File: src/design/swsr_div.sv
// Restoring divider, one quotient bit per cycle through a shift register.
// Uses no package.
module swsr_div #(
  parameter int DVD_W = 31,
  parameter int DVS_W = 7
) (
  input  logic             clk_i,
  input  logic             rst_ni,
  input  logic             start_i,
  input  logic [DVD_W-1:0] dividend_i,
  input  logic [DVS_W-1:0] divisor_i,
  output logic             busy_o,
  output logic [DVD_W-1:0] quotient_o
);

  localparam int CNT_W = $clog2(DVD_W + 1);

  logic             busy_q;
  logic [CNT_W-1:0] cnt_q;
  logic [DVS_W-1:0] dvs_q;
  logic [DVS_W-1:0] rem_q;
  logic [DVD_W-1:0] quo_q;
  logic [DVS_W:0]   trial;
  logic [DVS_W:0]   diff;
  logic             fits;

  // The dividend drains out of the top of quo_q while quotient bits enter below.
  assign trial = {rem_q, quo_q[DVD_W-1]};
  assign diff  = trial - {1'b0, dvs_q};
  assign fits  = trial >= {1'b0, dvs_q};

  always_ff @(posedge clk_i or negedge rst_ni) begin
    if (!rst_ni) begin
      busy_q <= 1'b0;
      cnt_q  <= '0;
      dvs_q  <= '0;
      rem_q  <= '0;
      quo_q  <= '0;
    end else if (start_i) begin
      busy_q <= 1'b1;
      cnt_q  <= CNT_W'(DVD_W);
      dvs_q  <= divisor_i;
      rem_q  <= '0;
      quo_q  <= dividend_i;
    end else if (busy_q) begin
      rem_q <= fits ? diff[DVS_W-1:0] : trial[DVS_W-1:0];
      quo_q <= {quo_q[DVD_W-2:0], fits};
      cnt_q <= cnt_q - CNT_W'(1);
      if (cnt_q == CNT_W'(1)) begin
        busy_q <= 1'b0;
      end
    end
  end

  assign busy_o     = busy_q;
  assign quotient_o = quo_q;

endmodule

File: config.mk
export PLATFORM = sky130hd
export DESIGN_NAME = swsr_div
export DESIGN_NICKNAME = d
export VERILOG_FILES = /design/src/design/swsr_div.sv
export SDC_FILE = /design/constraint.sdc
export NUM_CORES = 1
export LEC_CHECK = 0
export ABC_CLOCK_PERIOD_IN_PS = 2100
export CORE_MARGIN = 2
export CORE_UTILIZATION = 46
export DETAILED_ROUTE_END_ITERATION = 8
export DONT_BUFFER_PORTS = 1
export PLACE_DENSITY = 0.65
export SLEW_MARGIN = 10
export SYNTH_ARGS = -nofsm -noshare
export SYNTH_HDL_FRONTEND = slang
export SYNTH_SLANG_ARGS = --single-unit
File: constraint.sdc
create_clock -name clk_i -period 2.1 [get_ports clk_i]
set_input_delay 0.42 -clock clk_i [delete_from_list [all_inputs] [get_ports clk_i]]
set_output_delay 0.42 -clock clk_i [all_outputs]
set_load 0.01 [all_outputs]
## Yosys cells after proc, flatten, opt, wreduce, memory -nomap -nowiden

Cells that the tools add are included.

| storage, ports and cells | value |
|---|---|
| bits in registers | 51 |
| logic and storage cells | 20 |
| input port bits | 41 |
| output and inout bits | 32 |

| cells by class | value |
|---|---|
| $add $sub $neg | 2 |
| $lt $le $gt $ge | 1 |
| muxes and demuxes | 10 |
| equal/unequal tests | 1 |
| reductions and logical operators | 1 |

Operator list:

| cell | number |
|---|---|
| two-way mux 31 bit | 2 |
| two-way mux 7 bit | 3 |
| two-way mux 5 bit | 2 |
| >= comparator 8 x 7 -> 1 bit | 1 |
| subtractor 7 bit | 1 |
| equality test 5 x 1 -> 1 bit (second input constant) | 1 |
| subtractor 5 x 1 -> 5 bit (second input constant) | 1 |
| two-way mux 1 bit | 3 |
| nonzero test 2 bit | 1 |

## Depth between registers and ports, before layout

Gate-level depths: netlist (run 1).

| depth | value |
|---|---|
| word-level depth | 4 |
| depth in mapped cells | 10 |

## Worst setup path after synthesis (run 1)

No wires, ideal clock.

| timing | value |
|---|---|
| path type | register to register |
| from | register quo_q[30], in the netlist quotient_o[30] |
| to | register rem_q[0] |
| data arrival time | 2,161 ps |
| required time | 2,006 ps |
| buffers on the path | 0 |
| stages on the path, launching flop included | 10 |
| library setup time | 94 ps |
| slack | -155 ps |
| cells stage by stage | dfrtp_1 -> inv_1 -> ha_1 -> inv_1 -> fa_1 -> a211o_1 -> a21oi_1 -> o21a_2 -> mux2_2 -> a211oi_1 |

| on the way | value |
|---|---|
| word-level cells in the longest chain between the ends | 4 |
| elaborated cells on any way between the ends | 5 |
| classes of those cells | 1 x add/sub; 1 x order compare; 3 x mux |

Ends and longest elaborated chain:

| item | line | source |
|---|---|---|
| start, declared | 22 | `logic [DVD_W-1:0] quo_q;` |
| start signal, assigned | 44 | `quo_q <= dividend_i;` |
| start signal, assigned | 47 | `quo_q <= {quo_q[DVD_W-2:0], fits};` |
| subtractor 7 bit or >= comparator 8 x 7 -> 1 bit (tied branches) | 29, 30 |  |
| two-way mux 7 bit (*) | 46 | `rem_q <= fits ? diff[DVS_W-1:0] : trial[DVS_W-1:0];` |
| two-way mux 7 bit (*) | 45 | `end else if (busy_q) begin` |
| two-way mux 7 bit (*) | 39 | `end else if (start_i) begin` |
| end signal, assigned | 46 |  |
| end, declared | 21 | `logic [DVS_W-1:0] rem_q;` |

Mark *: on every way between the ends. The rest lies on a longest branch, timed or not. The select of a mux whose other input is x is not followed.
A chain may end at the register's enable or synchronous reset.

## Worst setup path after layout (run 1)

Ends and elaborated chain as after synthesis.

==> insert_results.sql, run 1 <==
INSERT INTO impl_metrics (metric_group, metric, value, unit) VALUES
('worst_setup_path', 'required', '2.32', 'ns'),
('worst_setup_path', 'r2r-end', 'rem_q[0]$_DFFE_PN0P_', ''),
('worst_setup_path', 'crit_arrival', '2.38', 'ns'),
('die', 'core-area', '5510', 'um^2'),
('cts', 'tritoncts', 'yes', ''),
('cts', 'clkTransAtPathRegs', '0.09', 'ns'),
('die', 'initial_core_util', '0.478', ''),
('pwr', 'net-switching-power', '832', 'uW'),
('pwr', 'power_frac_clock', '0.222', ''),
('route', 'drt_iter0_drc', '80', ''),
('sta', 'post-route-period-util', '1.03', ''),
('route', 'vias', '1797', ''),
('die', 'fp.dieH', '79.7', 'um'),
('finish', 'share_of_the_core_filled_with_cells_in_the_final_layout', '0.530', ''),
('run_status', 'outcome', 'finished, violations left', ''),
('die', 'fp.dieW', '79.7', 'um'),
('global_route', 'track_usage', '0.168', ''),
('route', 'drt-total-wl', '5020', 'um'),
('finish', 'area.growth.synth_to_final', '10.7', '%'),
('sta', 'timing_worst_slew_pin_value', '0.583', 'ns'),
('sta', 'worst_slew_margin_rel', '0.611', ''),
('sta', 'timing.clock.skew', '0.00478', 'ns'),
('hold_path', 'holdCritStartpoint', 'start_i', ''),
('sta', 'max_clock_freq', '0.464', 'GHz'),
('worst_setup_path', 'crit_path_max_fanout', '2', ''),
('worst_setup_path', 'timing.reg2reg.worst_path_depth', '9', ''),
('worst_setup_path', 'end_kind', 'register', ''),
('pwr', 'p_leak', '0.00150', 'uW'),
('finish', 'nets', '318', ''),
('route', 'wire_per_inst', '14.8', 'um'),
('global_route', 'number_of_antenna_violations_at_the_first_check_in_global_routing', '0', ''),
('pwr', 'peakVddDrop', '0.496', 'mV'),
('sta', 'timing.final.ws_setup', '-0.0567', 'ns'),
('logic_synthesis', 'yosysWarningCount', '0', ''),
('cts', 'clkLatencyLatePin', '0.30', 'ns'),
('route', 'route.detailed.drc', '0', ''),
('placement', 'input_output_buffers', '0', ''),
('logic_synthesis', 'mappedNetlistNets', '314', ''),
('die', 'rows', '27', ''),
('hold_path', 'hold_path_end', 'rem_q[0]$_DFFE_PN0P_', ''),
('placement', 'hpwlAfterDp', '3360', 'um'),
('sta', 'finalHoldViolCount', '0', ''),
('job', 'drv.max_cap_violation_count', '0', ''),
('logic_synthesis', 'post_synth.cell_area_avg', '10.0', 'um^2'),
('worst_setup_path', 'reg2reg_setup_slack', '-0.06', 'ns'),
('logic_synthesis', 'synth_area_leader_cell', 'sky130_fd_sc_hd__dfrtp_1', ''),
('route', 'ant_nets', '0', ''),
('worst_setup_path', 'worstSetupStartpoint', 'quotient_o[30]$_DFFE_PN0P_', ''),
('worst_setup_path', 'startpoint_type', 'register', ''),
('sta', 'timing.final.setup_violations', '6', ''),
('cts', 'htree_num_levels', '2', ''),
('logic_synthesis', 'synth_top_cell_area_share', '0.485', ''),
('logic_synthesis', 'ys_ff_latch', '51', ''),
('run_status', 'violations_in_the_final_reports', 'negative setup slack', ''),
('cts', 'clock_sink_count', '51', ''),
('placement', 'globalplace.congestion', '0.737', ''),
('pwr', 'p_int', '1740', 'uW'),
('route', 'drtPass1Iterations', '4', ''),
('placement', 'preCtsSetupSlack', '-0.114', 'ns'),
('die', 'floorplan.io_pins', '73', ''),
('pwr', 'power.share.combinational', '0.298', ''),
('logic_synthesis', 'synth.top_cells.by_area', 'sky130_fd_sc_hd__dfrtp_1, sky130_fd_sc_hd__mux2i_1, sky130_fd_sc_hd__o21ai_0', ''),
('logic_synthesis', 'synth.lib_cells_used.distinct', '33', ''),
('cts', 'clock_tree.buffer_depth', '2', ''),
('worst_setup_path', 'critical_path_class', 'register to register', ''),
('global_route', 'grt_pass1_vias', '1817', ''),
('finish', 'antenna_cells_inserted', '0', ''),
('finish', 'drive_above_1_share', '0.142', ''),
('finish', 'layout.filler_cells', '490', ''),
('die', 'die-area', '6350', 'um^2'),
('hold_path', 'holdCritPathClass', 'input port to register', '');
==> routing by layer <==
metal	up-vias	part of all wire	global-route usage
li1	913	-	-
met1	829	0.45	0.212
met2	51	0.47	0.270
met3	4	0.078	0.0656
met4	0	0.0080	0.0414
met5	-	0	0
==> power by group through the flow <==
stage	Combinational, uW	Clock [uW]	Sequential, uW
after floorplan	529	0	1220
after global placement	611	0	1250
after detailed placement	631	0	1260
after CTS	761	589	1240
after global routing	856	622	1250
final	766	569	1230
==> cell usage in the layout (no fill, tap or decap), drive strengths merged, types with 2 or more instances in the layout <==
cell type and count:
mux2i 34, clkinv 2, dfrtp 51, ha 9
o21ai 39, buf 13, nor2 8, xnor2 4
a211oi 6, a31oi 2, xor2 4, a21o 3
nand2 42, inv 12, nor3 3, clkbuf 5
a31o 2, mux2 2, nand2b 8, nor2b 2
a21oi 4
==> cells by family (layout without fill, tap and decap cells) <==
group | Yosys count | in the layout | synth area share
buffers and inverters | 28 | 33 | 0.0447
adder cells (fa/ha/maj) | 10 | 10 | 0.0504
AND/OR/NAND/NOR | 70 | 70 | 0.122
AO/OA/AOI/OAI | 60 | 60 | 0.134
XOR/XNOR | 8 | 8 | 0.0266
multiplexers | 36 | 36 | 0.138
flip-flops | 51 | 51 | 0.485
==> worst max path at each step <==
stage                                 to  slack, ns  cells after the start
2_1_floorplan       rem_q[0]$_DFFE_PN0P_      -0.07                      9
3_3_place_gp        rem_q[0]$_DFFE_PN0P_      -0.02                      9
3_5_place_dp        rem_q[0]$_DFFE_PN0P_      -0.11                      9
4_1_cts             rem_q[0]$_DFFE_PN0P_      -0.04                      9
5_1_grt        quotient_o[0]$_DFFE_PN0P_      -0.15                     11
6_report            rem_q[0]$_DFFE_PN0P_      -0.06                      9
==> synthesized netlist by cell type <==
library cell / number
sky130_fd_sc_hd__clkbuf_1: 12
sky130_fd_sc_hd__o21ai_0: 39
sky130_fd_sc_hd__ha_1: 9
sky130_fd_sc_hd__nand2b_1: 8
sky130_fd_sc_hd__xnor2_1: 4
sky130_fd_sc_hd__dfrtp_1: 51
sky130_fd_sc_hd__o21a_2: 1
sky130_fd_sc_hd__nand2_1: 42
sky130_fd_sc_hd__or4b_2: 1
sky130_fd_sc_hd__buf_2: 4
sky130_fd_sc_hd__a211oi_1: 6
sky130_fd_sc_hd__mux2i_1: 34
sky130_fd_sc_hd__nor3_1: 3
sky130_fd_sc_hd__xor2_1: 4
sky130_fd_sc_hd__a311oi_2: 1
sky130_fd_sc_hd__a211o_1: 1
sky130_fd_sc_hd__inv_1: 11
sky130_fd_sc_hd__nand4b_1: 1
sky130_fd_sc_hd__mux2_2: 2
sky130_fd_sc_hd__nor2b_1: 2
sky130_fd_sc_hd__nand3_1: 1
sky130_fd_sc_hd__nor3b_1: 1
sky130_fd_sc_hd__or2_2: 1
sky130_fd_sc_hd__a31o_2: 2
sky130_fd_sc_hd__nor4b_1: 1
sky130_fd_sc_hd__a21o_1: 3
sky130_fd_sc_hd__nor2_1: 8
sky130_fd_sc_hd__o221ai_1: 1
sky130_fd_sc_hd__a21oi_1: 4
sky130_fd_sc_hd__buf_6: 1
sky130_fd_sc_hd__a31oi_1: 2
sky130_fd_sc_hd__and4_1: 1
sky130_fd_sc_hd__fa_1: 1
==> metrics by stage <==
stage | TNS (ns) | total power [uW] | hold WS [ns] | cells
floorplan | -0.0692 | 1750 | 0.124 | 263
finish | -0.164 | 2570 | 0.182 | 340
detailed placement | -0.358 | 1890 | 0.126 | 325
global route | -1.00 | 2730 | 0.153 | 340
CTS | -0.0961 | 2590 | 0.160 | 338
global placement | -0.0222 | 1870 | 0.126 | 325
==> registers in the layout, indices dropped and copies added, names as in the netlist <==
register / cells
quotient_o: 31
dvs_q: 7
cnt_q: 5
rem_q: 7
busy_o: 1
==> area by class of cell <==
class | count | area (um^2) | area share
clock buffers | 5 | 68.8 | 0.0236
clock inverters | 3 | 18.8 | 0.00644
inverters | 11 | 41.3 | 0.0142
multi-input cells | 184 | 1280 | 0.441
flip-flops and latches | 51 | 1280 | 0.438
well taps | 72 | 90.1 | 0.0309
repair buffers | 14 | 135 | 0.0463
==> worst max-delay path: stages (launching register included) <==
cell and delay (ns):
sky130_fd_sc_hd__dfrtp_1 0.40, sky130_fd_sc_hd__inv_2 0.09, sky130_fd_sc_hd__ha_4 0.13, sky130_fd_sc_hd__inv_2 0.03
sky130_fd_sc_hd__fa_2 0.34, sky130_fd_sc_hd__a211o_1 0.29, sky130_fd_sc_hd__a21oi_2 0.13, sky130_fd_sc_hd__o21a_2 0.16
sky130_fd_sc_hd__mux2_4 0.30, sky130_fd_sc_hd__a211oi_2 0.21
==> repair_timing <==
action                                  in CTS  in global routing
endpoints found under the hold margin       51                  0
setup buffers                                3                  2
gates resized for setup                     14                  1
endpoints found under the setup margin       7                  8
hold buffers                                 2                  0
pin swaps                                    1                  2
Note: power is estimated with default switching activity, not from simulation.
==> inputs of run 2 (changes only) <==
Settings changed: CORE_UTILIZATION 46 to 55, PLACE_DENSITY 0.65 to 0.75.
==> run 2 against run 1 <==
Compared with the run above: the flow still finishes with violations (negative setup slack); utilization increased by 9.3 points; flip-flop and latch count unchanged; routed wire length increased by 2.3%; non-clock buffer count unchanged; clock power increased by 4.2%; sequential power about the same; setup slack got worse by 0.026 ns; hold slack improved by 0.023 ns; largest power group unchanged; highest routed layer unchanged.
==> insert_results.sql, run 2 (synthesized netlist as in run 1, its figures left out) <==
INSERT INTO impl_metrics (metric_group, metric, value, unit) VALUES
('die', 'floorplan.io_pins', '73', ''),
('run_status', 'outcome', 'finished, violations left', ''),
('worst_setup_path', 'crit_arrival', '2.41', 'ns'),
('placement', 'globalplace.congestion', '0.761', ''),
('finish', 'nets', '318', ''),
('worst_setup_path', 'end_kind', 'register', ''),
('cts', 'cts_inserted_buffers', '5', ''),
('sta', 'timing.clock.skew', '0.00901', 'ns'),
('route', 'vias', '1822', ''),
('sta', 'max_clock_freq', '0.458', 'GHz'),
('finish', 'layout.cells.most_common_list', 'sky130_fd_sc_hd__dfrtp_1, sky130_fd_sc_hd__nand2_1, sky130_fd_sc_hd__o21ai_0', ''),
('route', 'wire_per_inst', '15.9', 'um'),
('die', 'die-area', '5360', 'um^2'),
('cts', 'cts_root_buffer', 'sky130_fd_sc_hd__clkbuf_8', ''),
('route', 'drtPass1Iterations', '5', ''),
('pwr', 'p_leak', '0.00150', 'uW'),
('finish', 'number_of_flip_flops_in_the_largest_register', '31', ''),
('sta', 'finalHoldViolCount', '0', ''),
('finish', 'antenna_cells_inserted', '0', ''),
('worst_setup_path', 'timing.reg2reg.worst_path_depth', '9', ''),
('worst_setup_path', 'required', '2.33', 'ns'),
('cts', 'tritoncts', 'yes', ''),
('cts', 'htree_num_levels', '2', ''),
('global_route', 'number_of_antenna_violations_at_the_first_check_in_global_routing', '0', ''),
('sta', 'worst_slew_margin_rel', '0.732', ''),
('pwr', 'power_frac_clock', '0.230', ''),
('sta', 'fin_crit', '2.18', 'ns'),
('sta', 'final_slew_viol_count', '0', ''),
('worst_setup_path', 'r2r_start', 'quotient_o[30]$_DFFE_PN0P_', ''),
('sta', 'timing.final.ws_setup', '-0.0824', 'ns'),
('global_route', 'global_route.overflow_total', '0', ''),
('die', 'rows', '25', ''),
('route', 'route.detailed.drc', '0', ''),
('finish', 'layout.cells.most_common', 'sky130_fd_sc_hd__dfrtp_1', ''),
('sta', 'timing.final.setup_violations', '6', ''),
('sta', 'hold_slack', '0.205', 'ns'),
('worst_setup_path', 'timing.critical_path.cells', 'inv_2, ha_4, inv_2, fa_2, a211o_1, a21oi_2, o21a_2, mux2_4, a211oi_2', ''),
('worst_setup_path', 'critical_path_class', 'register to register', ''),
('sta', 'post-route-period-util', '1.04', ''),
('pwr', 'net-switching-power', '819', 'uW'),
('run_status', 'violations_in_the_final_reports', 'negative setup slack', ''),
('placement', 'hpwlAfterDp', '3400', 'um'),
('hold_path', 'holdCritPathClass', 'input port to register', ''),
('die', 'fp.dieW', '73.2', 'um'),
('sta', 'rsz0062_at_grt', 'true', ''),
('hold_path', 'holdPathStages', '1', ''),
('cts', 'clkLatencyLatePin', '0.30', 'ns'),
('route', 'ant_nets', '0', ''),
('die', 'core-area', '4660', 'um^2'),
('job', 'drv.max_cap_violation_count', '0', ''),
('worst_setup_path', 'startpoint_type', 'register', ''),
('route', 'drt-total-wl', '5130', 'um'),
('die', 'fp.dieH', '73.2', 'um'),
('hold_path', 'hold_path_end', 'rem_q[0]$_DFFE_PN0P_', ''),
('worst_setup_path', 'reg2reg_setup_slack', '-0.08', 'ns'),
('route', 'detail_route.vias_per_cell', '5.66', ''),
('worst_setup_path', 'crit_path_max_fanout', '3', ''),
('pwr', 'power.share.combinational', '0.291', ''),
('pwr', 'power.switching_fraction', '0.318', ''),
('worst_setup_path', 'cpPeakStageDelay', '0.40', 'ns'),
('sta', 'timing_worst_slew_pin_value', '0.402', 'ns'),
('cts', 'clock_tree.buffer_depth', '2', ''),
('global_route', 'grt_pass1_vias', '1853', ''),
('worst_setup_path', 'r2r-end', 'rem_q[0]$_DFFE_PN0P_', ''),
('global_route', 'grt_pass1_wl', '8310', 'um'),
('worst_setup_path', 'crit_path_frequent_cell', 'sky130_fd_sc_hd__inv_2', ''),
('finish', 'area.growth.synth_to_final', '10.1', '%'),
('pwr', 'power_density', '889', 'nW/um^2'),
('placement', 'input_output_buffers', '0', ''),
('worst_setup_path', 'critical-path-slowest-cell', 'sky130_fd_sc_hd__dfrtp_1', ''),
('pwr', 'p_int', '1760', 'uW'),
('hold_path', 'holdCritStartpoint', 'start_i', ''),
('die', 'initial_core_util', '0.565', ''),
('global_route', 'track_usage', '0.201', ''),
('pwr', 'pwr-share-seq', '0.479', ''),
('cts', 'clock_sink_count', '51', ''),
('pwr', 'peakVddDrop', '0.561', 'mV'),
('finish', 'share_of_the_core_filled_with_cells_in_the_final_layout', '0.622', ''),
('global_route', 'largest_net_degree_at_the_start_of_global_routing', '91', ''),
('route', 'drt_iter0_drc', '83', ''),
('finish', 'drive_above_1_share', '0.149', ''),
('cts', 'clkTransAtPathRegs', '0.09', 'ns');
[run 2: cell count changes in the layout (fill, tap and decap cells not counted)]
cell / change
sky130_fd_sc_hd__nand2b_4: +1
sky130_fd_sc_hd__buf_6: -1
sky130_fd_sc_hd__a31o_2: +1
sky130_fd_sc_hd__clkbuf_8: +1
sky130_fd_sc_hd__a31o_4: -1
sky130_fd_sc_hd__clkinv_2: -1
sky130_fd_sc_hd__buf_4: +1
sky130_fd_sc_hd__nand2_2: +1
sky130_fd_sc_hd__nand2b_1: -1
sky130_fd_sc_hd__nand2_1: -1
[run 2: how the worst max path moves through the flow]
| stage | start | cells past startpoint | endpoint | slack, ns |
|---|---|---|---|---|
| after detailed placement | quotient_o[30]$_DFFE_PN0P_ | 9 | rem_q[0]$_DFFE_PN0P_ | -0.1 |
| after global routing | quotient_o[30]$_DFFE_PN0P_ | 9 | rem_q[0]$_DFFE_PN0P_ | -0.19 |
| after floorplan | quotient_o[30]$_DFFE_PN0P_ | 9 | rem_q[0]$_DFFE_PN0P_ | -0.07 |
| after global placement | quotient_o[30]$_DFFE_PN0P_ | 9 | rem_q[0]$_DFFE_PN0P_ | -0.02 |
| final | quotient_o[30]$_DFFE_PN0P_ | 9 | rem_q[0]$_DFFE_PN0P_ | -0.08 |
| after CTS | quotient_o[30]$_DFFE_PN0P_ | 9 | rem_q[0]$_DFFE_PN0P_ | -0.04 |
[run 2: power by group through the flow]
stage / Combinational (uW) / Sequential (uW) / Clock [uW]
detailed placement: 626 / 1260 / 0
floorplan: 529 / 1220 / 0
finish: 752 / 1230 / 593
CTS: 736 / 1240 / 608
global placement: 602 / 1250 / 0
global route: 834 / 1250 / 640
[run 2: cell type report]
class | count | area (um^2)
Clock buffer | 6 | 82.6
Sequential cell | 51 | 1280
Fill cell | 390 | 1760
Clock inverter | 2 | 13.8
Tap cell | 54 | 67.6
Multi-Input combinational cell | 184 | 1290
Inverter | 11 | 41.3
Timing Repair Buffer | 14 | 131
[run 2: per-stage QoR]
step / TNS (ns) / worst slack [ns] / area (um^2) / power [uW] / cells
after CTS: -0.0411 / -0.0392 / 2880 / 2580 / 321
after global placement: -0.0183 / -0.0183 / 2680 / 1850 / 307
after detailed placement: -0.354 / -0.0998 / 2680 / 1880 / 307
after floorplan: -0.0692 / -0.0692 / 2640 / 1750 / 263
after global routing: -1.02 / -0.192 / 2900 / 2730 / 322
final: -0.267 / -0.0824 / 2900 / 2580 / 322
[run 2: per-layer routing]
metal  routed length (um)  global-route usage  up-vias
li1                     -                   -      912
met1                 2260               0.250      844
met2                 2450               0.321       58
met3                  348              0.0552        8
met4                   80              0.0967        0
met5                    0                   0        -
[run 2: what timing repair did]
item                                    CTS  global route
resized for setup                        12             2
pin swaps                                 2             3
hold buffers                              2             0
endpoints found under the setup margin    7             8
endpoints found under the hold margin    51             0
setup buffers                             3             2
cloned                                    1             0
[run 2: worst max-delay path: cells and delay by family, from the launching register on]
kind / cells / cell delay [ns]
AOI/OAI and AO/OA: 4 / 0.81
DFF: 1 / 0.40
buffers and inverters: 2 / 0.13
adders and majority gates: 2 / 0.48
muxes: 1 / 0.31
==> inputs of run 3 (changes only) <==
Settings changed: ABC_AREA set to 1.
==> run 3 against run 2 <==
Compared with the run above: the flow now finishes without violations; total power up 10%; utilization down 1.9 points; via count up 11%; first-iteration DRC count up 63%; setup slack better by 0.19 ns; critical path type unchanged.
==> insert_results.sql, run 3 <==
INSERT INTO impl_metrics (metric_group, metric, value, unit) VALUES
('run_status', 'outcome', 'complete, no violations', ''),
('finish', 'drive_above_1_share', '0.0927', ''),
('die', 'core-area', '4690', 'um^2'),
('worst_setup_path', 'cpPeakStageDelay', '0.43', 'ns'),
('job', 'drv.max_cap_violation_count', '0', ''),
('finish', 'area.growth.synth_to_final', '6.14', '%'),
('cts', 'clkLatencyLatePin', '0.30', 'ns'),
('finish', 'nets', '352', ''),
('global_route', 'track_usage', '0.223', ''),
('route', 'vias', '2029', ''),
('die', 'initial_core_util', '0.569', ''),
('pwr', 'power_density', '1010', 'nW/um^2'),
('hold_path', 'hold_path_end', 'cnt_q[2]$_DFFE_PN0P_', ''),
('logic_synthesis', 'mappedNetlistNets', '354', ''),
('sta', 'timing.final.setup_violations', '0', ''),
('sta', 'finalHoldViolCount', '0', ''),
('global_route', 'global_route.overflow_total', '0', ''),
('sta', 'max_clock_freq', '0.503', 'GHz'),
('finish', 'layout.cells.most_common_list', 'sky130_fd_sc_hd__nand2_1, sky130_fd_sc_hd__dfrtp_1, sky130_fd_sc_hd__inv_1', ''),
('logic_synthesis', 'synth_top_cell_area_share', '0.478', ''),
('cts', 'tritoncts', 'yes', ''),
('die', 'floorplan.io_pins', '73', ''),
('logic_synthesis', 'ys_ff_latch', '51', ''),
('global_route', 'grt_pass1_vias', '1947', ''),
('route', 'route.detailed.drc', '0', ''),
('finish', 'number_of_flip_flops_in_the_largest_register', '31', ''),
('worst_setup_path', 'timing.critical_path.buf_inv', '2', ''),
('logic_synthesis', 'synth_enable_flop_cells', '0', ''),
('worst_setup_path', 'r2r-end', 'rem_q[4]$_DFFE_PN0P_', ''),
('finish', 'layout.filler_cells', '437', ''),
('route', 'wire_per_inst', '15.4', 'um'),
('route', 'drt-total-wl', '5470', 'um'),
('die', 'rows', '25', ''),
('logic_synthesis', 'synth.most_common_cell', 'sky130_fd_sc_hd__nand2_1', ''),
('worst_setup_path', 'startpoint_type', 'register', ''),
('route', 'drt_iter0_drc', '135', ''),
('cts', 'cts_inserted_buffers', '5', ''),
('worst_setup_path', 'crit_path_max_fanout', '8', ''),
('logic_synthesis', 'synth_area_leader_cell', 'sky130_fd_sc_hd__dfrtp_1', ''),
('worst_setup_path', 'critical_path_class', 'register to register', ''),
('cts', 'postCtsSetupBuffers', '0', ''),
('worst_setup_path', 'crit_arrival', '2.19', 'ns'),
('worst_setup_path', 'reg2reg_setup_slack', '0.11', 'ns'),
('logic_synthesis', 'post_synth.cell_area_avg', '8.81', 'um^2'),
('global_route', 'largest_net_degree_at_the_start_of_global_routing', '52', ''),
('sta', 'timing.final.ws_setup', '0.110', 'ns'),
('pwr', 'p_leak', '0.00142', 'uW'),
('logic_synthesis', 'yosysWarningCount', '0', ''),
('sta', 'setup_tns', '0', 'ns'),
('placement', 'hpwlAfterDp', '3890', 'um'),
('logic_synthesis', 'ys_async_sr_fraction', '1.00', ''),
('logic_synthesis', 'syn_inst', '303', ''),
('logic_synthesis', 'synth.top_cells.by_area', 'sky130_fd_sc_hd__dfrtp_1, sky130_fd_sc_hd__nand2_1, sky130_fd_sc_hd__inv_1', ''),
('route', 'ant_nets', '0', ''),
('finish', 'antenna_cells_inserted', '0', ''),
('die', 'die-area', '5430', 'um^2'),
('placement', 'input_output_buffers', '0', ''),
('worst_setup_path', 'r2r_start', 'quotient_o[30]$_DFFE_PN0P_', ''),
('logic_synthesis', 'synth-seq-area-share', '0.478', ''),
('worst_setup_path', 'required', '2.30', 'ns'),
('worst_setup_path', 'critical-path-slowest-cell', 'sky130_fd_sc_hd__dfrtp_1', ''),
('sta', 'fin_crit', '1.99', 'ns'),
('finish', 'layout.cells.most_common', 'sky130_fd_sc_hd__nand2_1', ''),
('sta', 'timing_worst_slew_pin_value', '0.764', 'ns'),
('placement', 'preCtsSetupSlack', '0.0988', 'ns'),
('hold_path', 'holdCritStartpoint', 'start_i', ''),
('cts', 'clkTransAtPathRegs', '0.10', 'ns'),
('sta', 'post-route-period-util', '0.948', ''),
('sta', 'worst_slew_margin_rel', '0.490', ''),
('hold_path', 'holdCritPathClass', 'input port to register', ''),
('global_route', 'number_of_antenna_violations_at_the_first_check_in_global_routing', '0', ''),
('worst_setup_path', 'timing.reg2reg.worst_path_depth', '12', ''),
('worst_setup_path', 'cp_top_family', 'simple AND/OR/NAND/NOR gates', ''),
('placement', 'globalplace.congestion', '0.828', ''),
('worst_setup_path', 'timing.critical_path.cells', 'inv_1, ha_1, inv_1, fa_1, nand3_1, nand2_2, nand2_2, nand3_4, nand2_1, nand2_1, nand2_1, nand2_1', ''),
('die', 'fp.dieW', '73.7', 'um'),
('worst_setup_path', 'end_kind', 'register', ''),
('cts', 'clock_tree.buffer_depth', '2', ''),
('finish', 'share_of_the_core_filled_with_cells_in_the_final_layout', '0.604', ''),
('hold_path', 'holdPathStages', '2', ''),
('logic_synthesis', 'synth_common_cells', 'sky130_fd_sc_hd__nand2_1, sky130_fd_sc_hd__dfrtp_1, sky130_fd_sc_hd__inv_1', ''),
('logic_synthesis', 'dominantRegCellSynth', 'sky130_fd_sc_hd__dfrtp_1', ''),
('die', 'fp.dieH', '73.7', 'um'),
('logic_synthesis', 'synth.lib_cells_used.distinct', '35', ''),
('cts', 'cts_root_buffer', 'sky130_fd_sc_hd__clkbuf_8', ''),
('sta', 'final_slew_viol_count', '0', ''),
('pwr', 'peakVddDrop', '0.551', 'mV'),
('route', 'drtPass1Iterations', '4', ''),
('cts', 'htree_num_levels', '2', ''),
('worst_setup_path', 'crit_path_frequent_cell', 'sky130_fd_sc_hd__nand2_1', ''),
('logic_synthesis', 'netlist_area', '2670', 'um^2'),
('global_route', 'grt_pass1_wl', '9340', 'um'),
('cts', 'clock_sink_count', '51', ''),
('route', 'detail_route.vias_per_cell', '5.70', ''),
('sta', 'timing.clock.skew', '0.00750', 'ns');
## run 3: cell count changes in the layout (fill, tap and decap cells not counted), moves of 10 or more
cell | before | now
sky130_fd_sc_hd__mux2i_1 | 34 | 0
sky130_fd_sc_hd__o221ai_1 | 1 | 15
sky130_fd_sc_hd__inv_1 | 9 | 47
sky130_fd_sc_hd__buf_4 | 11 | 1
sky130_fd_sc_hd__nand2_1 | 41 | 94
sky130_fd_sc_hd__nand3_1 | 1 | 16
sky130_fd_sc_hd__o21ai_0 | 38 | 10
## run 3: how the worst max path moves through the flow
stage | start | end | slack [ns] | cells after the start
2_1_floorplan | quotient_o[30]$_DFFE_PN0P_ | rem_q[3]$_DFFE_PN0P_ | 0.29 | 12
3_3_place_gp | quotient_o[30]$_DFFE_PN0P_ | rem_q[5]$_DFFE_PN0P_ | 0.15 | 10
3_5_place_dp | quotient_o[30]$_DFFE_PN0P_ | rem_q[5]$_DFFE_PN0P_ | 0.1 | 10
4_1_cts | quotient_o[30]$_DFFE_PN0P_ | rem_q[4]$_DFFE_PN0P_ | 0.1 | 11
5_1_grt | quotient_o[30]$_DFFE_PN0P_ | rem_q[4]$_DFFE_PN0P_ | -0.03 | 12
6_report | quotient_o[30]$_DFFE_PN0P_ | rem_q[4]$_DFFE_PN0P_ | 0.11 | 12
## run 3: final cells by class
cell class | count | area, um^2 | share of cell area
clock buffers | 5 | 68.8 | 0.0243
clock inverters | 3 | 46.3 | 0.0163
inverters | 49 | 186 | 0.0658
multi-input cells | 191 | 1140 | 0.403
flip-flops and latches | 51 | 1280 | 0.451
well taps | 54 | 67.6 | 0.0239
repair buffers | 3 | 45.0 | 0.0159
## run 3: metrics by stage
step                hold slack (ns)  cells  power [uW]  instance area, um^2
finish                        0.225    356        2850                 2830
global route                  0.199    356        3060                 2830
CTS                           0.217    356        2840                 2820
detailed placement            0.125    346        2120                 2670
global placement              0.126    346        2090                 2670
floorplan                     0.124    303        1960                 2670
## run 3: worst reg2reg max path, stage by stage, from the launching register on
cell	delay [ns]
sky130_fd_sc_hd__dfrtp_1	0.43
sky130_fd_sc_hd__inv_1	0.13
sky130_fd_sc_hd__ha_1	0.15
sky130_fd_sc_hd__inv_1	0.07
sky130_fd_sc_hd__fa_1	0.40
sky130_fd_sc_hd__nand3_1	0.12
sky130_fd_sc_hd__nand2_2	0.11
sky130_fd_sc_hd__nand2_2	0.10
sky130_fd_sc_hd__nand3_4	0.11
sky130_fd_sc_hd__nand2_1	0.12
sky130_fd_sc_hd__nand2_1	0.06
sky130_fd_sc_hd__nand2_1	0.05
sky130_fd_sc_hd__nand2_1	0.04
## run 3: power by group
part / switching, uW / internal (uW)
clock network: 334 / 359
registers: 153 / 1130
logic: 534 / 341
total: 1020 / 1830
## run 3: per-layer routing
layer	global-route usage	up-vias	part of all wire
met3	0.0727	9	0.070
met5	0	-	0
met2	0.348	64	0.49
met4	0.0586	0	0.015
li1	-	987	-
met1	0.302	969	0.43
## run 3: timing repair
item	in CTS	in global routing
setup endpoints to repair	0	5
hold endpoints to repair	51	0
hold buffers	2	0
resized for setup	0	3
## run 3: kinds of logic after synthesis
| group | count (synthesis) | share of synthesized area |
|---|---|---|
| compound gates | 51 | 0.150 |
| xor+xnor | 2 | 0.00656 |
| fa+ha+maj | 10 | 0.0497 |
| buf+inv | 61 | 0.0985 |
| flops | 51 | 0.478 |
| mux | 1 | 0.00422 |
| simple gates | 127 | 0.213 |
